`src/hw/rtl/rfifo_pkg.sv`:
```
// Shared constants and types for the ring FIFO with drop count.
`default_nettype none

package rfifo_pkg;

  // Storage geometry
  localparam int DEPTH      = 64;
  localparam int SLOT_W     = $clog2(DEPTH);
  localparam int PTR_W      = SLOT_W + 1;
  localparam int DATA_W     = 64;
  localparam int CAP_LOG2_W = 3;
  localparam int DROP_W     = 16;

  // Result packing: ok, read_data, entry_count, is_empty, is_full, drop_total
  localparam int OUT_BITS   = 1 + DATA_W + PTR_W + 1 + 1 + DROP_W;
  localparam int OUT_TDATA_W = ((OUT_BITS + 7) / 8) * 8;

  // Reset capacity: log2 of the storage depth
  localparam logic [CAP_LOG2_W-1:0] CAP_LOG2_RST = CAP_LOG2_W'(SLOT_W);

  // Operation codes
  localparam logic [1:0] ACT_PUSH  = 2'd0;
  localparam logic [1:0] ACT_POP   = 2'd1;
  localparam logic [1:0] ACT_PEEK  = 2'd2;
  localparam logic [1:0] ACT_CLEAR = 2'd3;

  // Controller to datapath commands
  typedef struct packed {
    logic capture;  // latch the accepted item
    logic exec;     // perform the operation and load the result register
  } rfifo_cmd_t;

endpackage

`default_nettype wire

```
`src/hw/rtl/rfifo_ctrl.sv`:
```
// Controller state machine for the ring FIFO: handshakes and sequencing.
`default_nettype none

module rfifo_ctrl (
  input  wire                   clk,
  input  wire                   rst_n,
  input  wire                   in_tvalid,
  output logic                  in_tready,
  output logic                  out_tvalid,
  input  wire                   out_tready,
  output rfifo_pkg::rfifo_cmd_t cmd
);

  localparam logic S_IDLE = 1'b0;
  localparam logic S_EXEC = 1'b1;

  logic state_r, state_nxt;
  logic out_valid_r, out_valid_nxt;

  // Take an item only when no operation is in flight
  assign in_tready   = (state_r == S_IDLE);
  assign cmd.capture = in_tvalid && in_tready;
  // Execute once the result register is free or being drained
  assign cmd.exec    = (state_r == S_EXEC) && (!out_valid_r || out_tready);
  assign out_tvalid  = out_valid_r;

  // Advance state
  always_comb begin
    state_nxt = state_r;
    case (state_r)
      S_IDLE: begin
        if (cmd.capture) state_nxt = S_EXEC;
      end
      S_EXEC: begin
        if (cmd.exec) state_nxt = S_IDLE;
      end
      default: state_nxt = S_IDLE;
    endcase
  end

  // Hold the result valid until taken
  always_comb begin
    if (cmd.exec) begin
      out_valid_nxt = 1'b1;
    end else if (out_tready) begin
      out_valid_nxt = 1'b0;
    end else begin
      out_valid_nxt = out_valid_r;
    end
  end

  always_ff @(posedge clk) begin
    if (!rst_n) begin
      state_r     <= S_IDLE;
      out_valid_r <= 1'b0;
    end else begin
      state_r     <= state_nxt;
      out_valid_r <= out_valid_nxt;
    end
  end

endmodule

`default_nettype wire

```
`src/hw/rtl/rfifo_dp.sv`:
```
// Datapath for the ring FIFO: entry memory, pointers, drop counter, result register.
`default_nettype none

module rfifo_dp (
  input  wire                                    clk,
  input  wire                                    rst_n,
  input  rfifo_pkg::rfifo_cmd_t                  cmd,
  input  wire  [1:0]                             in_action,
  input  wire  [rfifo_pkg::DATA_W-1:0]           in_push_data,
  input  wire                                    cfg_we,
  input  wire  [rfifo_pkg::CAP_LOG2_W-1:0]       cfg_cap_log2,
  output logic [rfifo_pkg::OUT_TDATA_W-1:0]      out_data
);

  localparam int SW = rfifo_pkg::SLOT_W;
  localparam int PW = rfifo_pkg::PTR_W;
  localparam int DW = rfifo_pkg::DATA_W;

  // Entry storage
  logic [DW-1:0] mem [rfifo_pkg::DEPTH];

  logic [rfifo_pkg::CAP_LOG2_W-1:0] cap_log2_r;
  logic [PW-1:0]                    wp_r, wp_nxt;
  logic [PW-1:0]                    rp_r, rp_nxt;
  logic [rfifo_pkg::DROP_W-1:0]     drop_r, drop_nxt;
  logic [1:0]                       act_r;
  logic [DW-1:0]                    data_r;
  logic [DW-1:0]                    rd_data_r;
  logic [rfifo_pkg::OUT_TDATA_W-1:0] out_r;

  logic [PW-1:0] cap;
  logic [SW-1:0] slot_mask;
  logic [SW-1:0] rd_slot;
  logic [SW-1:0] wr_slot;
  logic [PW-1:0] count;
  logic [PW-1:0] count_nxt;
  logic          at_cap;
  logic          wr_en;
  logic          ok;
  logic [DW-1:0] rd_val;

  // Usable capacity, saturated to the storage depth
  always_comb begin
    if (cap_log2_r >= rfifo_pkg::CAP_LOG2_W'(SW)) begin
      cap = PW'(rfifo_pkg::DEPTH);
    end else begin
      cap = PW'(1) << cap_log2_r;
    end
  end

  assign slot_mask = SW'(cap - PW'(1));
  assign rd_slot   = rp_r[SW-1:0] & slot_mask;
  assign wr_slot   = wp_r[SW-1:0] & slot_mask;
  assign count     = wp_r - rp_r;
  assign at_cap    = (count >= cap);

  // Decode the operation
  always_comb begin
    wp_nxt   = wp_r;
    rp_nxt   = rp_r;
    drop_nxt = drop_r;
    wr_en    = 1'b0;
    ok       = 1'b0;
    rd_val   = '0;
    case (act_r)
      rfifo_pkg::ACT_PUSH: begin
        if (at_cap) begin
          drop_nxt = drop_r + 1'b1;
        end else begin
          wr_en  = 1'b1;
          wp_nxt = wp_r + 1'b1;
          ok     = 1'b1;
        end
      end
      rfifo_pkg::ACT_POP, rfifo_pkg::ACT_PEEK: begin
        if (count != '0) begin
          rd_val = rd_data_r;
          ok     = 1'b1;
          if (act_r == rfifo_pkg::ACT_POP) rp_nxt = rp_r + 1'b1;
        end
      end
      rfifo_pkg::ACT_CLEAR: begin
        rp_nxt = wp_r;
        ok     = 1'b1;
      end
      default: begin
        ok = 1'b0;
      end
    endcase
  end

  assign count_nxt = wp_nxt - rp_nxt;

  // Memory: write on a stored push, read the head slot every cycle
  always_ff @(posedge clk) begin
    if (cmd.exec && wr_en) begin
      mem[wr_slot] <= data_r;
    end
    rd_data_r <= mem[rd_slot];
  end

  // Control state: pointers, drop counter, capacity
  always_ff @(posedge clk) begin
    if (!rst_n) begin
      wp_r       <= '0;
      rp_r       <= '0;
      drop_r     <= '0;
      cap_log2_r <= rfifo_pkg::CAP_LOG2_RST;
    end else begin
      if (cmd.exec) begin
        wp_r   <= wp_nxt;
        rp_r   <= rp_nxt;
        drop_r <= drop_nxt;
      end
      if (cfg_we) cap_log2_r <= cfg_cap_log2;
    end
  end

  // Latch the item and load the result register
  always_ff @(posedge clk) begin
    if (cmd.capture) begin
      act_r  <= in_action;
      data_r <= in_push_data;
    end
    if (cmd.exec) begin
      out_r <= rfifo_pkg::OUT_TDATA_W'({drop_nxt,
                                        (count_nxt >= cap),
                                        (count_nxt == '0),
                                        count_nxt,
                                        rd_val,
                                        ok});
    end
  end

  assign out_data = out_r;

endmodule

`default_nettype wire

```
`src/hw/rtl/ring_fifo_with_drop_count.sv`:
```
// Top level of the ring FIFO with drop count: controller plus datapath.
//
//  channel  dir  handshake              payload
//  in_      in   in_tvalid/in_tready    tuser: action; tdata: push_data
//  out_     out  out_tvalid/out_tready  tdata: ok, read_data, entry_count,
//                                              is_empty, is_full, drop_total
//  cfg_     in   cfg_valid/cfg_ready    cfg_data: capacity_log2
//
// Each item passes two controller states: idle latches it while the entry
// memory's head slot is read into a register; execute works on that data.
// A stalled result holds in the output register and the item after it waits
// in execute until the result is taken. Reset clears pointers and the drop
// counter and sets capacity to the full depth; no clearing pass is needed.
`default_nettype none

module ring_fifo_with_drop_count (
  input  wire                                clk,
  input  wire                                rst_n,
  input  wire                                in_tvalid,
  output logic                               in_tready,
  input  wire  [rfifo_pkg::DATA_W-1:0]       in_tdata,   // [63:0] push_data
  input  wire  [1:0]                         in_tuser,   // [1:0] action
  output logic                               out_tvalid,
  input  wire                                out_tready,
  // [0] ok, [64:1] read_data, [71:65] entry_count, [72] is_empty,
  // [73] is_full, [89:74] drop_total, [95:90] zero
  output logic [rfifo_pkg::OUT_TDATA_W-1:0]  out_tdata,
  input  wire                                cfg_valid,
  output logic                               cfg_ready,
  input  wire  [rfifo_pkg::CAP_LOG2_W-1:0]   cfg_data    // [2:0] capacity_log2
);

  rfifo_pkg::rfifo_cmd_t cmd;

  // Configuration is always taken
  assign cfg_ready = 1'b1;

  rfifo_ctrl u_ctrl (
    .clk        (clk),
    .rst_n      (rst_n),
    .in_tvalid  (in_tvalid),
    .in_tready  (in_tready),
    .out_tvalid (out_tvalid),
    .out_tready (out_tready),
    .cmd        (cmd)
  );

  rfifo_dp u_dp (
    .clk          (clk),
    .rst_n        (rst_n),
    .cmd          (cmd),
    .in_action    (in_tuser),
    .in_push_data (in_tdata),
    .cfg_we       (cfg_valid && cfg_ready),
    .cfg_cap_log2 (cfg_data),
    .out_data     (out_tdata)
  );

endmodule

`default_nettype wire
```
`config.mk`:
```
export PLATFORM = sky130hd
export DESIGN_NAME = ring_fifo_with_drop_count
export DESIGN_NICKNAME = d
export VERILOG_FILES = /design/src/hw/rtl/rfifo_pkg.sv /design/src/hw/rtl/rfifo_ctrl.sv /design/src/hw/rtl/rfifo_dp.sv /design/src/hw/rtl/ring_fifo_with_drop_count.sv
export SDC_FILE = /design/constraint.sdc
export NUM_CORES = 2
export LEC_CHECK = 0
export BUFFER_PORTS_ARGS = -buffer_cell sky130_fd_sc_hd__clkbuf_2
export CAP_MARGIN = 20
export CORE_MARGIN = 1.5
export CORE_UTILIZATION = 47
export DETAILED_ROUTE_END_ITERATION = 8
export GPL_TIMING_DRIVEN = 1
export SETUP_SLACK_MARGIN = 0.4
export SLEW_MARGIN = 30
export SYNTH_ARGS = -nofsm -noshare
export SYNTH_HDL_FRONTEND = slang
export SYNTH_HIERARCHICAL = 1
export SYNTH_SLANG_ARGS = --single-unit
```
`constraint.sdc`:
```
create_clock -name clk -period 13.7 [get_ports clk]
set_input_delay 0.685 -clock clk [delete_from_list [all_inputs] [get_ports clk]]
set_output_delay 0.685 -clock clk [all_outputs]
set_load 0.03 [all_outputs]
```
==> reports/metrics.cfg <==
[clocking]
clkLatencyLatePin_ps=990
cts_tree=built
postCtsSetupBuffers=0
clockRootBuffer=clkbuf_16
clock_path_buffers=4
clock-sinks=4351
cts_hold_buf=73
cts_buffers=446
cts_resized=0
clk_pin_slew_ps=60
htree_levels=5

[synthesis]
ys_seq_area_frac=0.777
syn_inst=8001
async_flop_share=0
yosys_register_bits=4351
syn_area_um2=167000
ys.flop_type=edfxtp_1
synth_commonest_cells=4252 x edfxtp_1, 1024 x mux4_2, 479 x nor2_1
ys_top_cells_by_area=edfxtp_1 77%, mux4_2 14%, dfxtp_1 1.2%
synth.avg_cell_area_um2=20.8
synth_top_cell_by_area=edfxtp_1
synth_warnings=6
synth_cell_types=74
synth.top_cell.area_share=0.766
synthMostInstantiatedCell=edfxtp_1
synth-edff-count=4252

[finish]
area_growth_pct=13.6
postLayoutCoreUtil=0.537
nets=8599
final_cells=13600
drive_above_1_share=0.245

[place]
dpl.hpwl_mm=254
place_congestion=0.804
dpl.cell_count=12700
dp_slack_ps=6100
port_buffers=165

[global_route]
grt_pass1_vias=84000
grt_pass1_wl_mm=645
grt_usage=0.255
globalRouteOverflowTotal=0
antenna_found_initial=32
grt_max_degree=150

[routing]
drc_errors=0
drt-initial-drc-count=10700
ant_nets=0
routedWlPerCell_um=33.5
first_pass_iters=6
vias=84000
drt-total-wl_mm=457
via_per_inst=6.17

[sta]
tightestPinTransition_ps=1240
rsz0062_at_grt=no
slew_viol_final=0
setup_tns_ps=0
finalClockSkew_ps=55.0
max_clock_freq_mhz=123
fin_hold_ws_ps=173
finalSetupViolCount=0
min_period_ps=8120
period_share=0.593
finalHoldViolations=0
max_slew_margin=0.167
setup_ws_ps=5580

[floorplanning]
die_area_um2=358000
die_h_um=599
die_w_um=599
coreArea_um2=353000
pin_count=173
fp-row-count=218
initial_core_util=0.473

[worst_setup_path]
setup.worst_path.end_class=register
crit_fanout=34
startpoint=u_dp/wp_r[1]
crit_path_start_kind=register
required_ps=14290
r2r_slack_ps=5580
critical_path_class=reg -> reg
rr_startpoint=u_dp/wp_r[1]
worstPathArrival_ps=8700

[pwr]
p_leak_nw=60.6
p_per_area_nw_per_um2=145
power_frac_clock=0.425
p_seq_frac=0.536
vdd_drop_max_uv=101
p_switching_mw=5.79
p_int_mw=21.6
switching_share=0.211
share_comb_of_total_power=0.038

[job]
maxCapViolations=0

[status]
outcome=finished clean

[hold_path]
hp-class=in -> reg
hold_start=in_tvalid

## per-layer routing
| layer | GRT usage | part of all wire |
|---|---|---|
| met3 | 0.0511 | 0.093 |
| met2 | 0.402 | 0.47 |
| met1 | 0.369 | 0.41 |
| met4 | 0.0597 | 0.024 |
| met5 | 0 | 0.00019 |
## power by group through the flow
stage	Sequential [mW]	Clock [mW]	Combinational, mW
after global routing	14.7	12.4	1.12
final	14.7	11.7	1.05
after detailed placement	15.0	0	1.04
after CTS	14.7	11.9	1.06
after global placement	15.0	0	1.03
after floorplan	15.1	0	0.465
## area by class of cell
class,count,area [um^2]
fillers,27200,163000
clock buffers,599,12200
diodes,11,27.5
clock inverters,236,1830
well taps,4730,5920
repair buffers,515,4140
flip-flops and latches,4351,130000
multi-input cells,3153,35700
inverters,24,90.1
## registers in the layout (all words and copies together) (netlist names), named ones only
register / cells
u_dp/act_r: 2
u_dp/wp_r: 7
u_dp/drop_r: 16
u_dp/rd_data_r: 64
u_ctrl/state_r: 1
u_ctrl/out_tvalid: 1
u_dp/mem: 4096
u_dp/data_r: 64
u_dp/out_data: 90
u_dp/cap_log2_r: 3
u_dp/rp_r: 6
## kinds of logic after synthesis
logic type,Yosys count,synth area share
AND/OR/NAND/NOR,1367,0.0364
buffers and inverters,502,0.0125
multiplexers,1096,0.143
adder cells (fa/ha/maj),34,0.00264
AO/OA/AOI/OAI,597,0.0256
flip-flops,4351,0.777
other,2,0.0000450
XOR/XNOR,52,0.00278
## path summary, 6_finish.rpt
| kind | endpoint | cells past startpoint |
|---|---|---|
| hold reg to reg | u_ctrl/state_r | 2 |
| hold / removal | u_ctrl/state_r | 3 |
| setup / recovery | u_dp/mem[37][49] | 16 |
| setup reg to reg | u_dp/mem[37][49] | 16 |
## through the flow
stage / area (um^2) / power [mW]
2_1_floorplan: 167000 / 15.6
3_3_place_gp: 174000 / 16.0
3_5_place_dp: 175000 / 16.0
4_1_cts: 189000 / 27.6
5_1_grt: 190000 / 28.2
6_report: 190000 / 27.4
## critical path: stages, from the launching register on
cell and delay, ps:
dfxtp_1 640, inv_1 170, fa_1 490, and2b_2 240, o221ai_1 180, a21o_1 260, or2_2 310, ha_1 340
a21oi_1 180, o21ai_1 190, nor2_1 450, nand2_1 250, nor3_1 1010, nand2_1 950, nor2_4 890, buf_4 410
buf_4 590
## cells in the final DEF, fill, tap and decap left out, drive strengths merged, types with 28 or more instances in the layout
cell / Yosys / layout
a31oi: 129 / 129
dlygate4sd3: 0 / 73
nor2: 479 / 479
edfxtp: 4252 / 4252
clkbuf: 326 / 764
o211ai: 130 / 130
ha: 32 / 32
clkinv: 0 / 184
o21ai: 28 / 28
and3: 68 / 68
inv: 24 / 43
a211oi: 258 / 258
nor2b: 78 / 78
nand3: 152 / 152
xnor2: 33 / 33
mux4: 1024 / 1024
nand2: 448 / 448
dfxtp: 99 / 99
buf: 152 / 277
and2: 93 / 93
mux2i: 71 / 71
No activity file was read; power rests on OpenSTA's default activity.
